<file path="config.mk">
export PLATFORM = sky130hd
export DESIGN_NAME = user_page_table_walker
export DESIGN_NICKNAME = d
export VERILOG_FILES = /design/src/rtl/core/upw_pkg.sv /design/src/rtl/core/upw_cfg.sv /design/src/rtl/core/upw_step.sv /design/src/rtl/core/user_page_table_walker.sv
export SDC_FILE = /design/constraint.sdc
export NUM_CORES = 1
export LEC_CHECK = 0
export CORE_MARGIN = 1.5
export CORE_UTILIZATION = 33
export DETAILED_ROUTE_END_ITERATION = 12
export DONT_BUFFER_PORTS = 1
export GPL_TIMING_DRIVEN = 0
export PLACE_DENSITY = 0.45
export SKIP_LAST_GASP = 1
export SLEW_MARGIN = 20
export SYNTH_ARGS = -nofsm -noshare
export SYNTH_HDL_FRONTEND = slang
export SYNTH_HIERARCHICAL = 1
export SYNTH_SLANG_ARGS = --single-unit
export TNS_END_PERCENT = 5
</file>
<file path="constraint.sdc">
create_clock -name i_clk -period 7.55 [get_ports i_clk]
set_clock_uncertainty 0.15 [all_clocks]
set_input_delay 1.51 -clock i_clk [delete_from_list [all_inputs] [get_ports i_clk]]
set_output_delay 1.51 -clock i_clk [all_outputs]
set_load 0.02 [all_outputs]
</file>
<file path="src/rtl/core/upw_pkg.sv">
`default_nettype none
// ----------------------------------------------------------------------------
// upw_pkg
// Shared types, constants and helpers for the user page-table walker.
// ----------------------------------------------------------------------------
package upw_pkg;

    localparam int PHYS_ADDR_BITS = 52;
    localparam int PA_W           = 52;   // fixed width of the address ports
    localparam int VA_W           = 64;
    localparam int PTE_W          = 64;
    localparam int CFG_IDX_W      = 2;

    typedef logic [PA_W-1:0]      t_paddr;
    typedef logic [VA_W-1:0]      t_vaddr;
    typedef logic [CFG_IDX_W-1:0] t_cfg_idx;
    typedef logic [2:0]           t_level;

    // configuration register indexes
    localparam t_cfg_idx CFG_USER_BASE  = 2'd0;
    localparam t_cfg_idx CFG_USER_LIMIT = 2'd1;
    localparam t_cfg_idx CFG_ROOT_TABLE = 2'd2;

    // walk levels
    localparam t_level LVL_IDLE = 3'd0;
    localparam t_level LVL_1    = 3'd1;
    localparam t_level LVL_2    = 3'd2;
    localparam t_level LVL_3    = 3'd3;
    localparam t_level LVL_4    = 3'd4;

    // input commands and result kinds
    localparam logic CMD_START    = 1'b0;
    localparam logic CMD_RESPONSE = 1'b1;
    localparam logic KIND_READ    = 1'b0;
    localparam logic KIND_DONE    = 1'b1;

    // entry bits
    localparam int PTE_PRESENT = 0;
    localparam int PTE_WRITE   = 1;
    localparam int PTE_USER    = 2;
    localparam int PTE_HUGE    = 7;

    localparam t_paddr PHYS_MASK  = (t_paddr'(1) << PHYS_ADDR_BITS) - t_paddr'(1);
    localparam t_paddr FRAME_MASK = 52'hF_FFFF_FFFF_F000 & PHYS_MASK;
    localparam int     PAGE_OFS_W = 12;

    typedef struct packed {
        t_vaddr user_base;
        t_vaddr user_limit;
        t_paddr root_table;
    } t_cfg;

    typedef struct packed {
        t_level level;
        t_vaddr held_addr;
        logic   held_wr;
    } t_walk_state;

    typedef struct packed {
        logic   emit;
        logic   kind;
        t_paddr read_addr;
        logic   ok;
        t_paddr phys_addr;
    } t_result;

    // 9-bit table index for a level; sel is level minus one
    function automatic logic [8:0] level_index(t_vaddr va, logic [1:0] sel);
        logic [8:0] idx;
        case (sel)
            2'd0:    idx = va[20:12];
            2'd1:    idx = va[29:21];
            2'd2:    idx = va[38:30];
            default: idx = va[47:39];
        endcase
        return idx;
    endfunction

    // table base plus index times eight, wrapped to the physical width
    function automatic t_paddr entry_addr(t_paddr base, logic [8:0] idx);
        t_paddr sum;
        sum = base + t_paddr'({idx, 3'b000});
        return sum & PHYS_MASK;
    endfunction

endpackage
`default_nettype wire

</file>
<file path="src/rtl/core/upw_cfg.sv">
`default_nettype none
// ----------------------------------------------------------------------------
// upw_cfg
// Configuration register file: user window bounds and root table address.
// ----------------------------------------------------------------------------
module upw_cfg (
    input  wire logic              i_clk,
    input  wire logic              i_rst_n,
    input  wire logic              i_cfg_valid,
    input  wire upw_pkg::t_cfg_idx i_cfg_index,
    input  wire logic [63:0]       i_cfg_data,
    output upw_pkg::t_cfg          o_cfg
);

    upw_pkg::t_cfg r_cfg;

    always_ff @(posedge i_clk) begin
        if (!i_rst_n) begin
            r_cfg <= '0;
        end else if (i_cfg_valid) begin
            case (i_cfg_index)
                upw_pkg::CFG_USER_BASE:  r_cfg.user_base  <= i_cfg_data;
                upw_pkg::CFG_USER_LIMIT: r_cfg.user_limit <= i_cfg_data;
                upw_pkg::CFG_ROOT_TABLE: r_cfg.root_table <= i_cfg_data[51:0];
                default: ;  // unmapped index, write dropped
            endcase
        end
    end

    assign o_cfg = r_cfg;

endmodule
`default_nettype wire

</file>
<file path="src/rtl/core/upw_step.sv">
`default_nettype none
// ----------------------------------------------------------------------------
// upw_step
// One walk step: checks a start or a returned entry and forms the next
// request or the final translation, with the next walk state.
// ----------------------------------------------------------------------------
module upw_step (
    input  wire upw_pkg::t_cfg        i_cfg,
    input  wire upw_pkg::t_walk_state i_state,
    input  wire logic                 i_command,
    input  wire logic [63:0]          i_virtual_address,
    input  wire logic                 i_write_check,
    input  wire logic [63:0]          i_table_entry,
    output upw_pkg::t_walk_state      o_next,
    output upw_pkg::t_result          o_res
);

    upw_pkg::t_paddr frame;
    logic            perm_ok;
    logic [1:0]      next_sel;

    assign frame    = i_table_entry[51:0] & upw_pkg::FRAME_MASK;
    assign perm_ok  = i_table_entry[upw_pkg::PTE_PRESENT] & i_table_entry[upw_pkg::PTE_USER];
    assign next_sel = 2'(i_state.level - 3'd2);

    always_comb begin
        o_next = i_state;
        o_res  = '0;
        if (i_command == upw_pkg::CMD_START) begin
            o_next.held_addr = i_virtual_address;
            o_next.held_wr   = i_write_check;
            o_res.emit       = 1'b1;
            if (i_cfg.root_table == '0 || i_virtual_address < i_cfg.user_base ||
                i_virtual_address >= i_cfg.user_limit) begin
                o_next.level = upw_pkg::LVL_IDLE;
                o_res.kind   = upw_pkg::KIND_DONE;
            end else begin
                o_next.level    = upw_pkg::LVL_4;
                o_res.kind      = upw_pkg::KIND_READ;
                o_res.read_addr = upw_pkg::entry_addr(i_cfg.root_table,
                                      upw_pkg::level_index(i_virtual_address, 2'd3));
            end
        end else begin
            case (i_state.level)
                upw_pkg::LVL_2, upw_pkg::LVL_3, upw_pkg::LVL_4: begin
                    o_res.emit = 1'b1;
                    if (!perm_ok || i_table_entry[upw_pkg::PTE_HUGE]) begin
                        o_next.level = upw_pkg::LVL_IDLE;
                        o_res.kind   = upw_pkg::KIND_DONE;
                    end else begin
                        o_next.level    = i_state.level - 3'd1;
                        o_res.kind      = upw_pkg::KIND_READ;
                        o_res.read_addr = upw_pkg::entry_addr(frame,
                                              upw_pkg::level_index(i_state.held_addr,
                                                                   next_sel));
                    end
                end
                upw_pkg::LVL_1: begin
                    o_res.emit   = 1'b1;
                    o_res.kind   = upw_pkg::KIND_DONE;
                    o_next.level = upw_pkg::LVL_IDLE;
                    if (perm_ok && (!i_state.held_wr || i_table_entry[upw_pkg::PTE_WRITE])) begin
                        o_res.ok        = 1'b1;
                        o_res.phys_addr = (frame | upw_pkg::t_paddr'(
                                              i_state.held_addr[upw_pkg::PAGE_OFS_W-1:0]))
                                          & upw_pkg::PHYS_MASK;
                    end
                end
                default: begin
                    // idle or stray level: response dropped
                    o_next.level = upw_pkg::LVL_IDLE;
                end
            endcase
        end
    end

endmodule
`default_nettype wire

</file>
<file path="src/rtl/core/user_page_table_walker.sv">
`default_nettype none
// ----------------------------------------------------------------------------
// user_page_table_walker
// Four-level page-table walker for user virtual addresses.
//
//   channel   direction  handshake                  payload
//   input     in         i_in_valid / o_in_ready    command, address, flag, entry
//   result    out        o_out_valid / i_out_ready  kind, read/phys address, ok
//   config    in         i_cfg_valid / o_cfg_ready  index, data
//
// Each transaction is handled in the cycle it is accepted; its result, if any,
// appears in the output register on the next cycle. One transaction per cycle
// is sustained while the result side keeps up; the single output register
// sets the figure. Synchronous active-low reset clears the walk state, the
// configuration and the output valid. A stalled result holds the input off.
// ----------------------------------------------------------------------------
module user_page_table_walker (
    input  wire logic         i_clk,
    input  wire logic         i_rst_n,
    input  wire logic         i_in_valid,
    output logic              o_in_ready,
    input  wire logic         i_command,
    input  wire logic [63:0]  i_virtual_address,
    input  wire logic         i_write_check,
    input  wire logic [63:0]  i_table_entry,
    output logic              o_out_valid,
    input  wire logic         i_out_ready,
    output logic              o_result_kind,
    output logic [51:0]       o_read_address,
    output logic              o_translation_ok,
    output logic [51:0]       o_physical_address,
    input  wire logic         i_cfg_valid,
    output logic              o_cfg_ready,
    input  wire logic [1:0]   i_cfg_index,
    input  wire logic [63:0]  i_cfg_data
);

    upw_pkg::t_cfg        cfg;
    upw_pkg::t_walk_state r_state, n_state;
    upw_pkg::t_result     step_res;
    upw_pkg::t_result     r_res;
    logic                 r_out_valid;
    logic                 accept;

    assign o_cfg_ready = 1'b1;

    upw_cfg u_cfg (
        .i_clk       (i_clk),
        .i_rst_n     (i_rst_n),
        .i_cfg_valid (i_cfg_valid),
        .i_cfg_index (i_cfg_index),
        .i_cfg_data  (i_cfg_data),
        .o_cfg       (cfg)
    );

    upw_step u_step (
        .i_cfg             (cfg),
        .i_state           (r_state),
        .i_command         (i_command),
        .i_virtual_address (i_virtual_address),
        .i_write_check     (i_write_check),
        .i_table_entry     (i_table_entry),
        .o_next            (n_state),
        .o_res             (step_res)
    );

    assign o_in_ready = !r_out_valid || i_out_ready;
    assign accept     = i_in_valid && o_in_ready;

    always_ff @(posedge i_clk) begin
        if (!i_rst_n) begin
            r_state     <= '0;
            r_out_valid <= 1'b0;
        end else begin
            if (accept) begin
                r_state <= n_state;
            end
            if (accept && step_res.emit) begin
                r_out_valid <= 1'b1;
            end else if (i_out_ready) begin
                r_out_valid <= 1'b0;
            end
        end
    end

    // result payload, no reset needed
    always_ff @(posedge i_clk) begin
        if (accept && step_res.emit) begin
            r_res <= step_res;
        end
    end

    assign o_out_valid        = r_out_valid;
    assign o_result_kind      = r_res.kind;
    assign o_read_address     = r_res.read_addr;
    assign o_translation_ok   = r_res.ok;
    assign o_physical_address = r_res.phys_addr;

endmodule
`default_nettype wire

</file>
==> metrics <==
status=finished clean; total gr overflow=0; Vias/cell=5.03; class of the worst hold path=reg2reg; PD cells=218 nW/um^2; Die Y=240 um; routability cong.=0.869; setup bufs post-CTS=0; Crit path arrival time=between 4 and 5 ns; hold buffer count at cts=0; Syn Inst Count=1,891; layout cells sized above 1=slightly below 10%; Clk Latency, worst-skew pair=0.56 ns; Core Area=about 55,000 sq um; nets@finish=around 2,300; crit path kind=in2reg; Power Total=4.56 mW; LEAKAGE=roughly 8.5 nW; final non-filler cell area=~21,000 sq um; Sw Share=approximately a quarter; pre-CTS WS=around 2.4 ns; max_slew headroom=a little under two fifths; First DRT Iteration DRCs=706; Req. time, crit path=just under 8 ns; WL met2=approximately 28 mm; max layer used=met4; row cnt=86; P&R area growth vs syn=13.4%; DP Cell Count=2,644; worst vdd ir=0.146 mV; syn nets=~2,200; CTS tree=yes; Post-DRT Antenna Nets=0; Flop pwr share=approximately 45%; CTS Buf Count=41; Max FO, Critical Path=10; fmax=between 0.2 and 0.25 GHz; vias in the first global route=13,316; Routed wire per std cell=about 22 um; Sw Pwr=between 1 and 1.5 mW; Clk pin slew, worst setup/hold paths=approximately 0.060 ns; clock group share of total power=a little under half; Logic pwr share=between 10% and 20%; Syn Area/Cell=around 9.8 sq um; final wirelength=60.1 mm; H-tree lvl count=2; Max Cap Viol=0; DRC viols=0; worst hold stages=2; met3 wire length=between 3 and 4 mm; first-pass GRT wire length=just under 90 mm; cell breakdown of the critical path=ha_1 -> nand4_1 -> nor4_1 -> nand3_1 -> a21oi_1 -> a211o_1 -> nand3_1 -> buf_2 -> a32o_1; IO buf count=0; RSZ-0062 raised after global routing=no; Initial Util=roughly a third; crit path time final=approximately 4.5 ns; post-cts sizing count=0; Met1 Routed Length=around 27 mm; Worst Reg-to-Reg Cells=10; hold slack=between 0.3 and 0.4 ns; Top Ports=between 300 and 400; largest net degree at the start of global routing=28; post-route setup TNS=0 ns; CP max stage cell=nor4_1; Setup WS post-layout=about 3.0 ns; clk root buf=clkbuf_16; clk sinks=~340; CP peak stage delay=0.62 ns; total number of vias=between 10,000 and 15,000; initial antenna violation count=7; dpl hpwl=47.4 mm; Final Util=a little under two fifths; Final Max Tran Viols=0; CTS Buffer Depth=3; Worst setup EP type=flip-flop; fin crit share=around three fifths; most frequent CP cell=nand3_1; P_int=~3.4 mW; Final setup viols=0; GRT Overall Usage=between 20% and 30%; critical path startpoint category=input port; Pre-antenna DRT Iters=6; Synth Cell Area=18,500 sq um; placed inst area=about 20,000 sq um; Fin. Hold Viols=0; Worst Tran Pin Value=about 0.93 ns; Finished Layout Cells=approximately 2,700; chip width=240 um; Ys Warns=6; die area=~57,000 sq um
sequential cells by signal, indices dropped and copies added (netlist names):
signal / count
o_out_valid: 1
o_physical_address: 52
o_read_address: 52
o_result_kind: 1
o_translation_ok: 1
r_state: 52
u_cfg/o_cfg: 180
routing by layer:
metal / up-vias / GRT usage (%)
met5: - / 0
met4: 0 / 7.25
met3: 72 / 4.58
met2: 360 / 33.4
met1: 6538 / 26.8
li1: 6725 / -
power groups by stage:
stage          clock network (mW)  logic, mW  registers (mW)
2_1_floorplan                   0      0.323            2.06
3_3_place_gp                    0      0.437            2.08
3_5_place_dp                    0      0.455            2.07
4_1_cts                      2.14      0.457            2.03
5_1_grt                      2.20      0.504            2.04
6_report                     2.08      0.454            2.03
layout make-up:
cell class / count / area (sq um)
multi-input cells: 1302 / 9390
flip-flops and latches: 339 / 7850
plain buffers: 106 / 717
clock inverters: 18 / 190
clock buffers: 55 / 1220
inverters: 144 / 541
diodes: 7 / 17.5
fillers: 5475 / 34200
well taps: 748 / 936
repair buffers: 5 / 95.1
worst max-delay path, delay by kind of cell:
kind                       cells  cell delay [ns]
adders and majority gates      1             0.30
and+or+nand+nor                4             1.56
buffers and inverters          1             0.40
AOI/OAI and AO/OA              3             0.86
worst paths after layout:
| kind | startpoint | end | slack (ns) |
|---|---|---|---|
| max | i_virtual_address[35] | o_read_address[25] | 3.04 |
| min | u_cfg/o_cfg[148] | u_cfg/o_cfg[148] | 0.31 |
| max reg2reg | u_cfg/o_cfg[91] | o_read_address[25] | 3.60 |
| min reg2reg | u_cfg/o_cfg[148] | u_cfg/o_cfg[148] | 0.31 |
cell usage in the layout (no fill, tap or decap), types with 9 or more instances in the layout:
cell / n
nand4_1: 40
nor3_1: 11
xnor2_1: 11
inv_1: 144
and2_1: 54
nor2_1: 50
nand2_1: 389
mux2_2: 47
mux2i_1: 232
clkbuf_1: 39
buf_6: 20
a21o_1: 10
dfxtp_1: 233
nor4_1: 21
clkbuf_16: 45
and3_1: 14
xor2_1: 36
a21oi_1: 56
edfxtp_1: 106
o21ai_0: 26
buf_4: 9
buf_2: 33
a32o_1: 42
ha_1: 142
buf_12: 9
nand3_1: 29
a222oi_1: 9
No activity file was read; power rests on OpenSTA's default activity.
